===== config.mk =====
export PLATFORM = sky130hd
export DESIGN_NAME = lsb_payload_extractor
export DESIGN_NICKNAME = d
export VERILOG_FILES = /design/src/rtl/lspe_pkg.sv /design/src/rtl/lspe_dp.sv /design/src/rtl/lspe_ctrl.sv /design/src/rtl/lsb_payload_extractor.sv
export SDC_FILE = /design/constraint.sdc
export NUM_CORES = 1
export LEC_CHECK = 0
export CAP_MARGIN = 20
export CORE_UTILIZATION = 48
export DETAILED_ROUTE_END_ITERATION = 8
export DONT_BUFFER_PORTS = 1
export PLACE_DENSITY = 0.71
export SYNTH_ARGS = -nofsm -noshare
export SYNTH_HDL_FRONTEND = slang
export SYNTH_SLANG_ARGS = --single-unit
export TNS_END_PERCENT = 100

===== constraint.sdc =====
create_clock -name clk -period 13.5 [get_ports clk]
set_input_delay 2.7 -clock clk [delete_from_list [all_inputs] [get_ports clk]]
set_output_delay 2.7 -clock clk [all_outputs]
set_load 0.01 [all_outputs]

===== src/rtl/lspe_pkg.sv =====
// ----------------------------------------------------------------------------
// lspe_pkg
// Shared types and constants of the low-bit payload extractor: transfer
// structs, controller command and status groups, result codes and the table
// of header slot counts.
// ----------------------------------------------------------------------------
package lspe_pkg;

    localparam int SAMPLE_WIDTH = 32;
    localparam int LENGTH_BITS  = 32;
    localparam int MAX_BPS      = 8;

    localparam int PAD_BITS  = ((LENGTH_BITS + 7) / 8) * 8;
    localparam int LEN_BYTES = PAD_BITS / 8;
    localparam int HSUM_W    = $clog2(LENGTH_BITS + MAX_BPS);
    localparam int HS_W      = $clog2(LENGTH_BITS + 1);
    localparam int CFG_W     = 32;
    localparam int CIDX_W    = 2;
    localparam int BPS_W     = 4;
    localparam int PROD_W    = CFG_W + BPS_W;

    localparam logic [CIDX_W-1:0] CFG_BITS_PER_SAMPLE   = 2'd0;
    localparam logic [CIDX_W-1:0] CFG_SAMPLE_COUNT      = 2'd1;
    localparam logic [CIDX_W-1:0] CFG_MAX_PAYLOAD_BYTES = 2'd2;

    localparam logic [2:0] RES_BYTE        = 3'd0;
    localparam logic [2:0] RES_EMPTY       = 3'd1;
    localparam logic [2:0] RES_HEADER_SHORT = 3'd2;
    localparam logic [2:0] RES_TOO_BIG     = 3'd3;
    localparam logic [2:0] RES_BODY_SHORT  = 3'd4;

    // Samples needed to carry the header, indexed by bits per sample minus one.
    localparam logic [HS_W-1:0] HSLOTS [MAX_BPS] = '{
        HS_W'((LENGTH_BITS + 0) / 1),
        HS_W'((LENGTH_BITS + 1) / 2),
        HS_W'((LENGTH_BITS + 2) / 3),
        HS_W'((LENGTH_BITS + 3) / 4),
        HS_W'((LENGTH_BITS + 4) / 5),
        HS_W'((LENGTH_BITS + 5) / 6),
        HS_W'((LENGTH_BITS + 6) / 7),
        HS_W'((LENGTH_BITS + 7) / 8)
    };

    typedef struct packed {
        logic signed [SAMPLE_WIDTH-1:0] sample;
        logic                           start_req;
    } item_t;

    typedef struct packed {
        logic [7:0] payload_byte;
        logic [2:0] status;
        logic       last;
    } result_t;

    typedef struct packed {
        logic       load;
        logic       step_hdr;
        logic       step_body;
        logic       chk;
        logic       out_load;
        logic [2:0] out_status;
        logic       out_last;
    } cmd_t;

    typedef struct packed {
        logic start;
        logic short_hdr;
        logic hdr_done;
        logic byte_done;
        logic byte_last;
        logic too_big;
        logic empty;
        logic body_short;
        logic out_free;
    } sts_t;

endpackage


===== src/rtl/lspe_dp.sv =====
// ----------------------------------------------------------------------------
// lspe_dp
// Datapath: configuration registers, sample latch, header and byte
// assembly, length checks and the result register.
// ----------------------------------------------------------------------------
module lspe_dp
    import lspe_pkg::*;
(
    input  logic              clk,
    input  logic              rst_n,
    input  logic              cfg_valid,
    output logic              cfg_ready,
    input  logic [CIDX_W-1:0] cfg_index,
    input  logic [CFG_W-1:0]  cfg_data,
    input  item_t             item,
    output result_t           result,
    output logic              result_valid,
    input  logic              result_ready,
    input  cmd_t              cmd,
    output sts_t              sts
);

    logic [BPS_W-1:0]       bps_reg;
    logic [CFG_W-1:0]       samples_reg;
    logic [CFG_W-1:0]       maxlen_reg;
    logic [7:0]             chunk_in_reg;
    logic                   start_reg;
    logic [LENGTH_BITS-1:0] hdr_bits_reg;
    logic [HSUM_W-1:0]      hdr_cnt_reg;
    logic [PAD_BITS-1:0]    len_reg;
    logic [7:0]             acc_reg;
    logic [2:0]             cnt_reg;
    logic [CFG_W-1:0]       emitted_reg;
    logic                   too_big_reg;
    logic                   empty_reg;
    logic                   under_reg;
    logic [PROD_W-1:0]      prod_reg;
    result_t                result_reg;
    logic                   result_valid_reg;

    logic [BPS_W-1:0]       n;
    logic [7:0]             mask;
    logic [7:0]             chunk;
    logic [HS_W-1:0]        hslots;
    logic [HSUM_W-1:0]      base_cnt;
    logic [LENGTH_BITS-1:0] base_bits;
    logic [HSUM_W-1:0]      hdr_sum;
    logic                   hdr_done;
    logic [HSUM_W-1:0]      k_wide;
    logic [BPS_W-1:0]       k;
    logic [7:0]             take;
    logic [LENGTH_BITS-1:0] hdr_next;
    logic [15:0]            comb_bits;
    logic [BPS_W-1:0]       total;
    logic [BPS_W-1:0]       spare;
    logic                   byte_done;
    logic [7:0]             byte_val;
    logic [7:0]             acc_next;
    logic [2:0]             cnt_next;
    logic                   byte_last;
    logic                   out_free;

    function automatic logic [PAD_BITS-1:0] decode_len(input logic [LENGTH_BITS-1:0] h);
        logic [PAD_BITS-1:0] v;
        logic [PAD_BITS-1:0] len;
        v   = PAD_BITS'(h) << (PAD_BITS - LENGTH_BITS);
        len = '0;
        for (int b = 0; b < LEN_BYTES; b++)
        begin
            len[8*b +: 8] = v[PAD_BITS - 8*(b+1) +: 8];
        end
        return len;
    endfunction

    always_comb
    begin
        if (bps_reg == '0)
        begin
            n = BPS_W'(1);
        end
        else if (bps_reg > BPS_W'(MAX_BPS))
        begin
            n = BPS_W'(MAX_BPS);
        end
        else
        begin
            n = bps_reg;
        end
    end

    assign mask   = 8'((9'd1 << n) - 9'd1);
    assign chunk  = chunk_in_reg & mask;
    assign hslots = HSLOTS[3'(n - BPS_W'(1))];

    // Header: the last header sample keeps only the bits that fill the header.
    assign base_cnt  = start_reg ? '0 : hdr_cnt_reg;
    assign base_bits = start_reg ? '0 : hdr_bits_reg;
    assign hdr_sum   = base_cnt + HSUM_W'(n);
    assign hdr_done  = hdr_sum >= HSUM_W'(LENGTH_BITS);
    assign k_wide    = HSUM_W'(LENGTH_BITS) - base_cnt;
    assign k         = hdr_done ? BPS_W'(k_wide) : n;
    assign take      = chunk >> (n - k);
    assign hdr_next  = (base_bits << k) | LENGTH_BITS'(take);

    // Body: at most one byte completes per sample.
    assign comb_bits = (16'(acc_reg) << n) | 16'(chunk);
    assign total     = BPS_W'(cnt_reg) + n;
    assign byte_done = total >= BPS_W'(8);
    assign spare     = total - BPS_W'(8);
    assign byte_val  = 8'(comb_bits >> spare);
    assign byte_last = ({1'b0, emitted_reg} + 33'd1) == 33'(len_reg);

    always_comb
    begin
        if (byte_done)
        begin
            acc_next = 8'(comb_bits & ((16'd1 << spare) - 16'd1));
            cnt_next = 3'(spare);
        end
        else
        begin
            acc_next = comb_bits[7:0];
            cnt_next = 3'(total);
        end
    end

    assign out_free = !result_valid_reg || result_ready;

    always_comb
    begin
        sts            = '0;
        sts.start      = start_reg;
        sts.short_hdr  = samples_reg < CFG_W'(hslots);
        sts.hdr_done   = hdr_done;
        sts.byte_done  = byte_done;
        sts.byte_last  = byte_last;
        sts.too_big    = too_big_reg;
        sts.empty      = empty_reg;
        sts.body_short = under_reg || (PROD_W'({len_reg, 3'b000}) > prod_reg);
        sts.out_free   = out_free;
    end

    always_ff @(posedge clk or negedge rst_n)
    begin
        if (!rst_n)
        begin
            bps_reg          <= BPS_W'(1);
            samples_reg      <= '0;
            maxlen_reg       <= '0;
            hdr_bits_reg     <= '0;
            hdr_cnt_reg      <= '0;
            len_reg          <= '0;
            acc_reg          <= '0;
            cnt_reg          <= '0;
            emitted_reg      <= '0;
            too_big_reg      <= 1'b0;
            empty_reg        <= 1'b0;
            under_reg        <= 1'b0;
            result_valid_reg <= 1'b0;
        end
        else
        begin
            if (cfg_valid)
            begin
                unique case (cfg_index)
                    CFG_BITS_PER_SAMPLE:   bps_reg     <= cfg_data[BPS_W-1:0];
                    CFG_SAMPLE_COUNT:      samples_reg <= cfg_data;
                    CFG_MAX_PAYLOAD_BYTES: maxlen_reg  <= cfg_data;
                    default:               ;
                endcase
            end
            if (cmd.step_hdr)
            begin
                hdr_bits_reg <= hdr_next;
                hdr_cnt_reg  <= hdr_sum;
                len_reg      <= decode_len(hdr_next);
            end
            if (cmd.chk)
            begin
                too_big_reg <= CFG_W'(len_reg) > maxlen_reg;
                empty_reg   <= len_reg == '0;
                under_reg   <= samples_reg < CFG_W'(hslots);
                acc_reg     <= '0;
                cnt_reg     <= '0;
                emitted_reg <= '0;
            end
            if (cmd.step_body)
            begin
                acc_reg <= acc_next;
                cnt_reg <= cnt_next;
                if (byte_done)
                begin
                    emitted_reg <= emitted_reg + CFG_W'(1);
                end
            end
            if (cmd.out_load)
            begin
                result_valid_reg <= 1'b1;
            end
            else if (result_ready)
            begin
                result_valid_reg <= 1'b0;
            end
        end
    end

    always_ff @(posedge clk)
    begin
        if (cmd.load)
        begin
            chunk_in_reg <= item.sample[7:0];
            start_reg    <= item.start_req;
        end
        if (cmd.chk)
        begin
            prod_reg <= PROD_W'(samples_reg - CFG_W'(hslots)) * PROD_W'(n);
        end
        if (cmd.out_load)
        begin
            result_reg.payload_byte <= (cmd.out_status == RES_BYTE) ? byte_val : 8'd0;
            result_reg.status       <= cmd.out_status;
            result_reg.last         <= cmd.out_last;
        end
    end

    assign cfg_ready    = 1'b1;
    assign result       = result_reg;
    assign result_valid = result_valid_reg;

`ifndef NO_ASSERTIONS
    a_no_overwrite: assert property (@(posedge clk) disable iff (!rst_n)
        cmd.out_load |-> out_free)
        else $error("result register loaded while a transfer is pending");

    a_one_action: assert property (@(posedge clk) disable iff (!rst_n)
        $onehot0({cmd.load, cmd.step_hdr, cmd.step_body, cmd.chk}))
        else $error("datapath given more than one action in a cycle");

    a_acc_clean: assert property (@(posedge clk) disable iff (!rst_n)
        (acc_reg >> cnt_reg) == 8'd0)
        else $error("byte accumulator holds bits above its count");
`endif

endmodule


===== src/rtl/lspe_ctrl.sv =====
// ----------------------------------------------------------------------------
// lspe_ctrl
// Controller: container phase and the per-sample sequence of accept, step,
// length check and result issue.
// ----------------------------------------------------------------------------
module lspe_ctrl
    import lspe_pkg::*;
(
    input  logic clk,
    input  logic rst_n,
    input  logic item_valid,
    output logic item_ready,
    input  sts_t sts,
    output cmd_t cmd
);

    typedef enum logic [1:0] {
        ST_WAIT,
        ST_STEP,
        ST_CHECK,
        ST_EVAL
    } state_t;

    typedef enum logic [1:0] {
        PH_IDLE,
        PH_HEADER,
        PH_BODY
    } phase_t;

    state_t state_reg;
    state_t state_next;
    phase_t phase_reg;
    phase_t phase_next;

    always_comb
    begin
        cmd        = '0;
        state_next = state_reg;
        phase_next = phase_reg;
        item_ready = 1'b0;
        unique case (state_reg)
            ST_WAIT:
            begin
                item_ready = 1'b1;
                if (item_valid)
                begin
                    cmd.load   = 1'b1;
                    state_next = ST_STEP;
                end
            end
            ST_STEP:
            begin
                priority if (sts.start && sts.short_hdr)
                begin
                    if (sts.out_free)
                    begin
                        cmd.out_load   = 1'b1;
                        cmd.out_status = RES_HEADER_SHORT;
                        cmd.out_last   = 1'b1;
                        phase_next     = PH_IDLE;
                        state_next     = ST_WAIT;
                    end
                end
                else if (sts.start || phase_reg == PH_HEADER)
                begin
                    cmd.step_hdr = 1'b1;
                    phase_next   = PH_HEADER;
                    state_next   = sts.hdr_done ? ST_CHECK : ST_WAIT;
                end
                else if (phase_reg == PH_BODY)
                begin
                    if (!sts.byte_done || sts.out_free)
                    begin
                        cmd.step_body = 1'b1;
                        state_next    = ST_WAIT;
                        if (sts.byte_done)
                        begin
                            cmd.out_load   = 1'b1;
                            cmd.out_status = RES_BYTE;
                            cmd.out_last   = sts.byte_last;
                            if (sts.byte_last)
                            begin
                                phase_next = PH_IDLE;
                            end
                        end
                    end
                end
                else
                begin
                    state_next = ST_WAIT;
                end
            end
            ST_CHECK:
            begin
                cmd.chk    = 1'b1;
                state_next = ST_EVAL;
            end
            ST_EVAL:
            begin
                if (sts.too_big || sts.empty || sts.body_short)
                begin
                    if (sts.out_free)
                    begin
                        cmd.out_load = 1'b1;
                        cmd.out_last = 1'b1;
                        priority if (sts.too_big)
                        begin
                            cmd.out_status = RES_TOO_BIG;
                        end
                        else if (sts.empty)
                        begin
                            cmd.out_status = RES_EMPTY;
                        end
                        else
                        begin
                            cmd.out_status = RES_BODY_SHORT;
                        end
                        phase_next = PH_IDLE;
                        state_next = ST_WAIT;
                    end
                end
                else
                begin
                    phase_next = PH_BODY;
                    state_next = ST_WAIT;
                end
            end
            default:
            begin
                state_next = ST_WAIT;
            end
        endcase
    end

    always_ff @(posedge clk or negedge rst_n)
    begin
        if (!rst_n)
        begin
            state_reg <= ST_WAIT;
            phase_reg <= PH_IDLE;
        end
        else
        begin
            state_reg <= state_next;
            phase_reg <= phase_next;
        end
    end

`ifndef NO_ASSERTIONS
    a_eval_in_header: assert property (@(posedge clk) disable iff (!rst_n)
        (state_reg == ST_EVAL) |-> (phase_reg == PH_HEADER))
        else $error("length check outside the header phase");

    a_short_goes_idle: assert property (@(posedge clk) disable iff (!rst_n)
        (state_reg == ST_STEP && sts.start && sts.short_hdr && sts.out_free)
        |=> (phase_reg == PH_IDLE && state_reg == ST_WAIT))
        else $error("short container did not end the container");
`endif

endmodule


===== src/rtl/lsb_payload_extractor.sv =====
// ----------------------------------------------------------------------------
// lsb_payload_extractor
// Recovers a length-prefixed payload carried in the low bits of audio
// samples and reports the container's length errors.
// ----------------------------------------------------------------------------
//  Channel   Handshake                  Data
//  item      item_valid / item_ready    item.sample, item.start_req
//  result    result_valid / result_ready result.payload_byte, .status, .last
//  config    cfg_valid / cfg_ready      cfg_index, cfg_data
//
//  A sample is accepted in ST_WAIT, then steps the header or byte assembly
//  in ST_STEP. The sample that completes the header goes on to ST_CHECK,
//  which registers remaining samples times bits per sample, and ST_EVAL for
//  the length checks. A result waits in an output register while the next
//  sample is accepted; a new result stalls the step until it is taken.
//  Asynchronous reset clears state, phase, counters, flags and configuration.
// ----------------------------------------------------------------------------
module lsb_payload_extractor
    import lspe_pkg::*;
(
    input  logic              clk,
    input  logic              rst_n,
    input  logic              item_valid,
    output logic              item_ready,
    input  item_t             item,
    output logic              result_valid,
    input  logic              result_ready,
    output result_t           result,
    input  logic              cfg_valid,
    output logic              cfg_ready,
    input  logic [CIDX_W-1:0] cfg_index,
    input  logic [CFG_W-1:0]  cfg_data
);

    cmd_t cmd;
    sts_t sts;

    lspe_ctrl u_ctrl (
        .clk        (clk),
        .rst_n      (rst_n),
        .item_valid (item_valid),
        .item_ready (item_ready),
        .sts        (sts),
        .cmd        (cmd)
    );

    lspe_dp u_dp (
        .clk          (clk),
        .rst_n        (rst_n),
        .cfg_valid    (cfg_valid),
        .cfg_ready    (cfg_ready),
        .cfg_index    (cfg_index),
        .cfg_data     (cfg_data),
        .item         (item),
        .result       (result),
        .result_valid (result_valid),
        .result_ready (result_ready),
        .cmd          (cmd),
        .sts          (sts)
    );

endmodule


== Word-level counts from Yosys, hierarchy flattened ==
Memory sizes are Yosys's and may differ from the RTL's.
Index checks and enable logic that the tools add are counted.

* Register bits after elaboration: 246
* Memory bits (read-only): 48
* Input bits: 72
* Output and inout port bits: 15
* Logic and storage cells: 145
* Memories kept: 1

* $add $sub $neg: 11
* $mul: 1
* Order comparisons: 7
* Eq/ne operators: 14
* Shift-type cells: 6
* Muxes and demuxes: 57
* Bitwise operators: 5
* Reduce and logical (&&, ||, !) cells: 22

{| class="wikitable"
|+ Memories
! memory !! depth !! width !! rd ports !! clocked after Yosys merged registers in !! wr ports !! RTL line !! source
|-
| (name not given) || 8 || 6 || 1 || 0 || 0 || lspe_dp.sv:93 || <nowiki>assign hslots = HSLOTS[3'(n - BPS_W'(1))];</nowiki>
|}

{| class="wikitable"
|+ Operators with widths
! kind !! number
|-
| $mux W32 || 4
|-
| $mux W5 || 8
|-
| $gt A35 B36 Y1 || 1
|-
| $mul A36 B4 Y36 || 1
|-
| $mux W2 || 18
|-
| $add A32 B1 Y33 const B || 1
|-
| $eq A33 B32 Y1 || 1
|-
| $sub A32 B6 Y33 || 1
|-
| $add A32 B1 Y32 const B || 1
|-
| $gt A32 B32 Y1 || 1
|-
| $logic_not A32 Y1 || 1
|-
| $lt A32 B6 Y1 || 1
|-
| $or A32 B8 Y32 || 1
|-
| $shl A32 B4 Y32 || 1
|-
| $mux W8 || 3
|-
| $mux W6 || 3
|-
| $and A8 B8 Y8 || 2
|-
| $ne A4 B1 Y1 const B || 4
|-
| $or A16 B8 Y16 || 1
|-
| $shl A1 B4 Y8 const A || 2
|-
| $shl A8 B4 Y16 || 1
|-
| $shr A16 B4 Y8 || 1
|-
| $sub A8 B1 Y8 const B || 2
|-
| $mux W3 || 5
|-
| 29 further kinds || 58
|}

== Logic depth before layout (Yosys ltp) ==
Gate-level depths: netlist of the first run.

* Depth in word-level cells: 13
* Gate-level depth with buffers: 34

== By module ==
From an unflattened synthesis of the first run, not the netlist that was laid out.

* Cells, all modules: 2224
* Area, all modules: 19477.4 um^2

{| class="wikitable"
|+ By module, submodules not included
! module !! instances !! cells each !! area each (um^2) !! sequential area each (um^2)
|-
| lspe_dp || 1 || 2166 || 19052.0 || 5541.6
|-
| lspe_ctrl || 1 || 58 || 425.4 || 100.1
|}

== Least setup slack after synthesis of the first run ==
OpenSTA, ideal clock, no wires.

* Kind: reg-to-reg
* Start: register u_dp.bps_reg[1]
* End: register u_dp.prod_reg[35], data pin
* Data arrival time: 7.526 ns
* Slack: 5.839 ns
* Stages on the path, launching flop included: 31
* Buffers on the path: 3
* Path through: dfrtp_1 > nor2b_1 > buf_2 > inv_1 > buf_1 > ha_1 > xnor2_1 > buf_2 > mux2i_1 > ha_1 > a21o_1 > maj3_1 > nand3_1 > nand2_1 > a21oi_1 > nor2b_1 > xor2_1 > nand2_1 > fa_1 > fa_1 > inv_1 > ha_1 > a211oi_1 > nor2_1 > o41a_1 > o311ai_0 > nor3_1 > nor2_1 > a31oi_1 > or4_1 > nand3_1

* Word-level cells in the longest chain between the ends: 10
* Elaborated cells between the ends (all ways): 11

{| class="wikitable"
|+ Ends and longest elaborated chain
! what !! RTL line !! source
|-
| start: declaration || lspe_dp.sv:23 || <nowiki>logic [BPS_W-1:0] bps_reg;</nowiki>
|-
| start signal: assignment || lspe_dp.sv:166 || <nowiki>CFG_BITS_PER_SAMPLE: bps_reg <= cfg_data[BPS_W-1:0];</nowiki>
|-
| $gt A4 B4 Y1 || lspe_dp.sv:81 || <nowiki>else if (bps_reg > BPS_W'(MAX_BPS))</nowiki>
|-
| $mux W4 || lspe_dp.sv:81 ||
|-
| $mux W4 (*) || lspe_dp.sv:77 || <nowiki>if (bps_reg == '0)</nowiki>
|-
| $sub A3 B1 Y3 || lspe_dp.sv:93 ||
|-
| $not A3 Y4 (not written as such) || lspe_dp.sv:93 ||
|-
| $mem_v2 Z8 W6 || -- ||
|-
| $mux W6 (not written as such) (2 in a row) || lspe_dp.sv:93 ||
|-
| $sub A32 B6 Y33 || lspe_dp.sv:216 || <nowiki>prod_reg <= PROD_W'(samples_reg - CFG_W'(hslots)) * PROD_W'(n);</nowiki>
|-
| $mul A36 B4 Y36 (*) || lspe_dp.sv:216 ||
|-
| end signal: assignment || lspe_dp.sv:216 ||
|-
| end: declaration || lspe_dp.sv:37 || <nowiki>logic [PROD_W-1:0] prod_reg;</nowiki>
|}

Mark *: on every way between the ends. The rest lies on a longest branch, timed or not. The select of a mux whose other input is x is not followed.
A chain may end at the register's enable or synchronous reset.

== Worst setup path after layout of the first run ==
* Start: register u_dp.bps_reg[3]
* End: register u_dp.prod_reg[35], data pin

Same word-level chain as after synthesis.

==> results.cfg, run 1 <==
[timing]
setup_viol = 0
clock_skew_ns = 0.01001
fin_crit_sh_pct = 66.06
fin_setup_tns_ns = 0
holdWs_ns = 0.4677
final_max_slew_viol_count = 0
worstMarginPinSlew_ns = 1.121
layout_min_cycle_time_ns = 8.918
hold_viol = 0
max_freq_ghz = 0.1121
slew_headroom_pct = 25.12
rsz0062_at_grt = false

[die]
initial_core_util_pct = 49.22
core_area_um2 = 40190
boundaryPins = 87
die-area_um2 = 42020
placementRows = 73
die_x_um = 205.0
die_y_um = 205.0

[routing]
drt_pass1_iterations = 7
num_vias = 16810
routed_via_density = 6.074
drc_errors = 0
wl_um = 55310
drt-initial-drc-count = 1343
drt-wirelength-per-cell_um = 19.99
ant_nets = 0

[finish]
largest_reg_flops = 36
syn2layout_area_growth_pct = 6.433
final_nets = 2491
fin_area_um2 = 21050
drive_above_1_share_pct = 8.385
diodes = 0
stdcell_count = 2767
nFillCells = 3735
utilization_pct = 52.38

[worst_setup_path]
endpoint_kind = register
cp_data_required_time_ns = 13.92
setup.worst_path.class = reg -> reg
critPathArrivalTime_ns = 9.34
crit_path_start_kind = register
cp_slowest_cell = xnor2_1
cpPeakStageDelay_ns = 0.79
reg2reg_depth = 30
cp_max_fo = 40

[grt]
overflow = 0
grt_pass1_vias = 16410
grt_max_degree = 158
track_usage_pct = 26.52
grt_pass1_wl_um = 88580
antenna_found_initial = 1

[placement]
dpl.hpwl_um = 41380
place_area_um2 = 20180
portBuffers = 0
dp.cells = 2721
gp_congestion = 0.9394

[synth]
synth_edf_count = 57
avgSynthCellArea_um2 = 8.645
syn_area_um2 = 19780
yosysWarnings = 0
syn-instance-count = 2288
synth_cell_type_count = 87
ys_ff_latch = 214
synthFlopType = dfrtp_1
ys_seq_area_share_pct = 28.52
syn_nets = 2555
synthArstFlopShare_pct = 73.36

[clock_tree]
cts_resized = 0
insertion_delay_ns = 0.56
cts_setup_buffers = 0
cts_tree = done
clk_pin_slew_ns = 0.06
cts_max_level = 1
cts-root-buf = clkbuf_16
cts_num_sinks = 214
numCtsBuffers = 26
clock_path_buffers = 3
ctsHoldBuffers = 0

[run]
maxCapViolCount = 0

[status]
status = finished clean

[pwr]
powerDensity_nw_per_um2 = 192.3
power.leakage_nw = 9.302
ir_drop_mv = 0.1327

[min_path]
whs_path_depth = 2
hold_class = reg -> reg
through the flow:
step / setup slack [ns] / power, mW
detailed placement: 4.702 / 3.287
global placement: 4.800 / 3.219
floorplan: 5.839 / 2.737
global route: 4.056 / 4.363
finish: 4.582 / 4.049
CTS: 4.620 / 4.032
cells by family after synthesis:
group,count (synthesis),share of synthesized area (%)
other,1,0.01896
adders and majority gates,197,15.06
muxes,185,10.13
AOI/OAI and AO/OA,465,15.19
buffers and inverters,333,6.509
DFF,214,28.52
and+or+nand+nor,774,19.29
xor gates and xnor gates,119,5.269
where the power goes:
| part | switching, mW | leakage, nW | internal, mW | total, mW |
|---|---|---|---|---|
| clock network | 0.282 | 0.425 | 0.444 | 0.727 |
| logic | 1.33 | 6.34 | 0.916 | 2.25 |
| registers | 0.238 | 2.53 | 0.838 | 1.08 |
path summary, 6_finish.rpt:
kind,from,slack (ns),to
hold reg to reg,u_dp.under_reg,0.47,u_dp.under_reg
min in group asynchronous,rst_n,1.85,u_dp.emitted_reg[10]
hold / removal,u_dp.under_reg,0.47,u_dp.under_reg
setup / recovery,u_dp.bps_reg[3],4.58,u_dp.prod_reg[35]
max in group asynchronous,rst_n,11.26,u_dp.bps_reg[3]
setup reg to reg,u_dp.bps_reg[3],4.58,u_dp.prod_reg[35]
area by class of cell:
type / count / area (µm²) / area share (%)
clock buffers: 33 / 708.2 / 3.364
clock inverters: 13 / 167.7 / 0.7964
inverters: 216 / 815.8 / 3.875
multi-input cells: 1741 / 12870 / 61.15
flip-flops and latches: 214 / 5643 / 26.81
well taps: 525 / 656.9 / 3.120
repair buffers: 25 / 187.7 / 0.8915
cell usage after synthesis, types with 41 or more instances:
| master | n | area (µm²) |
|---|---|---|
| nand3_1 | 62 | 310.3 |
| mux2_2 | 92 | 1036 |
| xnor2_1 | 76 | 665.6 |
| fa_1 | 69 | 1381 |
| o21ai_0 | 131 | 655.6 |
| dfrtp_1 | 156 | 3904 |
| edfxtp_1 | 57 | 1712 |
| nor2_1 | 187 | 701.9 |
| clkbuf_1 | 83 | 311.6 |
| mux2i_1 | 90 | 900.9 |
| nor3_1 | 41 | 205.2 |
| nand2_1 | 217 | 814.5 |
| a21oi_1 | 104 | 520.5 |
| ha_1 | 126 | 1577 |
| nand2b_1 | 47 | 294.0 |
| nor2b_1 | 52 | 325.3 |
| inv_1 | 212 | 795.8 |
| xor2_1 | 43 | 376.6 |
cells in the final DEF (no fill, tap or decap), drive strengths merged, types with 25 or more instances in the layout:
| master | count |
|---|---|
| mux2i | 90 |
| inv | 214 |
| a21oi | 105 |
| xor2 | 43 |
| a21o | 37 |
| ha | 126 |
| mux2 | 92 |
| nand2b | 47 |
| edfxtp | 57 |
| dfrtp | 156 |
| buf | 25 |
| o21ai | 134 |
| nand2 | 217 |
| nor2 | 189 |
| nor3 | 43 |
| nor4 | 27 |
| nand4 | 32 |
| nand3 | 62 |
| nor2b | 52 |
| xnor2 | 76 |
| fa | 69 |
| clkbuf | 33 |
critical path: cells and delay by family (launching register included):
| kind | cells | cell delay (ns) |
|---|---|---|
| compound gates | 8 | 1.80 |
| xor+xnor | 2 | 1.06 |
| fa+ha+maj | 5 | 2.06 |
| buf+inv | 6 | 1.13 |
| flops | 1 | 0.67 |
| simple gates | 9 | 2.03 |
metal layers:
layer  GRT usage [%]  vias to the layer above  wire length [µm]
li1                -                     7903                 -
met4           9.127                        0              1826
met1           35.28                     8196             23850
met3           3.563                      120              3776
met2           44.16                      588             25870
met5               0                        -                 0
Note: power is estimated with default switching activity, not from simulation.
==> run 2: changes to the inputs <==
- ABC_AREA: not set -> 1
- clock period: 13.5 -> 8.3 ns (I/O delays scaled with it)
==> run 2 against run 1 <==
Compared with the run above: wire length rose by 11%; via count rose by 16%; clock-buffer cell count fell by 5; synthesized cell count rose by 27%; critical path type unchanged; largest cell class unchanged; largest power group unchanged.
==> results.cfg, run 2 <==
[synth]
synth.top_cells.by_area = dfrtp_1, nand2_1, inv_1
yosys.area.top_type = dfrtp_1
synth.most_common_cell = nand2_1
synthArstFlopShare_pct = 73.36
synth_edf_count = 57
synth-adder-area-share_pct = 14.77
synthFlopType = dfrtp_1
syn-instance-count = 2912
ys_seq_area_share_pct = 28.17
syn_area_um2 = 20020
ys_ff_latch = 214
synth_top_area_share_pct = 19.50
synth.area.mux_share_pct = 0.09998
synth-compound-area-share_pct = 10.42
synth_top_family_by_area = simple AND/OR/NAND/NOR gates
yosysWarnings = 0
synth_cell_type_count = 61
ys_top_cells_by_count = nand2_1, inv_1, nand3_1
syn_nets = 3179
synth_simple_gate_area_share_pct = 32.19
synthXorXnorAreaFrac_pct = 3.374
avgSynthCellArea_um2 = 6.876

[routing]
ant_nets = 0
wl_um = 61620
drc_errors = 0
drt-wirelength-per-cell_um = 18.00
drt_pass1_iterations = 6
routed_via_density = 5.678
drt-initial-drc-count = 1960
num_vias = 19440

[timing]
clock_skew_ns = 0.02623
final_max_slew_viol_count = 0
max_freq_ghz = 0.1413
setup_viol = 0
holdWs_ns = 0.4875
hold_viol = 0
fin_crit_sh_pct = 85.24
worstMarginPinSlew_ns = 1.068
fin_setup_tns_ns = 0
rsz0062_at_grt = false
slew_headroom_pct = 28.63
layout_min_cycle_time_ns = 7.075

[die]
initial_core_util_pct = 48.82
placementRows = 74
core_area_um2 = 41020
die_x_um = 206.2
die_y_um = 206.2
die-area_um2 = 42540
boundaryPins = 87

[clock_tree]
cts_num_sinks = 214
cts_setup_buffers = 0
cts_max_level = 1
ctsHoldBuffers = 0
clock_path_buffers = 3
cts_resized = 0
clk_pin_slew_ns = 0.06
cts-root-buf = clkbuf_16
numCtsBuffers = 26
cts_tree = done
insertion_delay_ns = 0.59

[grt]
met3_usage_pct = 4.131
grt-busiest-layer = met2
grt_pass1_vias = 18450
use_met1_pct = 39.37
grt_max_degree = 158
track_usage_pct = 29.14
grt_use_met2_pct = 47.65
overflow = 0
grt_pass1_wl_um = 96750
antenna_found_initial = 0

[worst_setup_path]
endpoint_kind = register
cp_max_fo = 20
cpMostUsedCell = nand2_1
path_delay_family = simple AND/OR/NAND/NOR gates
cp_data_required_time_ns = 8.61
cp_slowest_cell = fa_1
setup.worst_path.class = reg -> reg
cp_num_buf_inv = 8
crit_path_start_kind = register
critPathArrivalTime_ns = 7.39
cpPeakStageDelay_ns = 0.52

[finish]
fin_area_um2 = 21380
layout_commonest_cell = nand2_1
diodes = 0
final_nets = 3139
final_cell_mix = nand2_1, inv_1, nand3_1
utilization_pct = 52.12
syn2layout_area_growth_pct = 6.755
largest_reg_flops = 36
drive_above_1_share_pct = 4.322
nFillCells = 4087

[run]
maxCapViolCount = 0

[min_path]
hold_class = reg -> reg

[status]
status = finished clean

[placement]
portBuffers = 0
gp_congestion = 1.011
dpl.hpwl_um = 47640
place_area_um2 = 20420

[pwr]
powerDensity_nw_per_um2 = 296.1
power.leakage_nw = 10.69
ir_drop_mv = 0.2326
==> run 2: cell count changes after synthesis, sizes merged, moves of 22 or more <==
cell,previous run,this run
a21o,37,9
nand2,217,737
mux2,92,0
nor2,189,300
inv,214,469
nand3,62,345
mux2i,90,2
o21ai,134,178
and2,24,2
nor2b,52,0
xnor2,76,18
nand2b,47,0
clkbuf,84,46
==> run 2: power breakdown <==
part           leakage (nW)  internal (mW)  switching (mW)  total (mW)
sequential             2.55           1.33           0.306        1.64
combinational          7.70           1.16            2.31        3.47
clock                 0.444          0.714           0.509        1.22
==> run 2: layout make-up <==
type                       instances  area [µm²]  share of cell area (%)
inverter                         472        1782                   8.335
clock inverter                    20       234.0                   1.095
timing repair buffer              18       175.2                  0.8194
multi-input combinational       2140       12210                   57.12
tap                              532       665.6                   3.114
clock buffer                      28       668.1                   3.126
sequential                       214        5642                   26.39
==> run 2: worst reg2reg max path: cells and delay by family (launching register included) <==
family                   cells  cell delay (ns)
AO/OA/AOI/OAI                1             0.07
XOR/XNOR                     2             0.66
adder cells (fa/ha/maj)      6             2.16
buffers and inverters        8             0.80
flip-flops                   1             0.42
AND/OR/NAND/NOR             22             2.69
==> run 2: cell families after synthesis <==
group	after synthesis
AND/OR/NAND/NOR	1500
XOR/XNOR	74
buffers and inverters	558
AO/OA/AOI/OAI	368
adder cells (fa/ha/maj)	195
other	1
flip-flops	214
multiplexers	2
==> run 2: path summary, 6_finish.rpt <==
kind | startpoint | end | slack, ns | depth (start not counted)
hold / removal | u_dp.maxlen_reg[1] | u_dp.maxlen_reg[1] | 0.49 | 2
setup / recovery | u_dp.bps_reg[1] | u_dp.prod_reg[35] | 1.22 | 39
min in group asynchronous | rst_n | u_dp.emitted_reg[15] | 0.78 | 0
setup reg to reg | u_dp.bps_reg[1] | u_dp.prod_reg[35] | 1.22 | 39
hold reg to reg | u_dp.maxlen_reg[1] | u_dp.maxlen_reg[1] | 0.49 | 2
max in group asynchronous | rst_n | u_dp.bps_reg[0] | 7.16 | 0
==> run 2: per-layer routing <==
metal  up-vias  wire [µm]
met1      9154      26910
met4         0       2377
li1       9332          -
met3       141       4689
met5         -          0
met2       813      27650
==> run 2: through the flow <==
step,cells,power [mW],setup slack (ns)
floorplan,2912,4.129,1.352
finish,3424,6.330,1.225
CTS,3421,6.279,1.254
global route,3424,6.844,0.6546
global placement,3372,4.936,1.441
detailed placement,3373,5.031,1.274
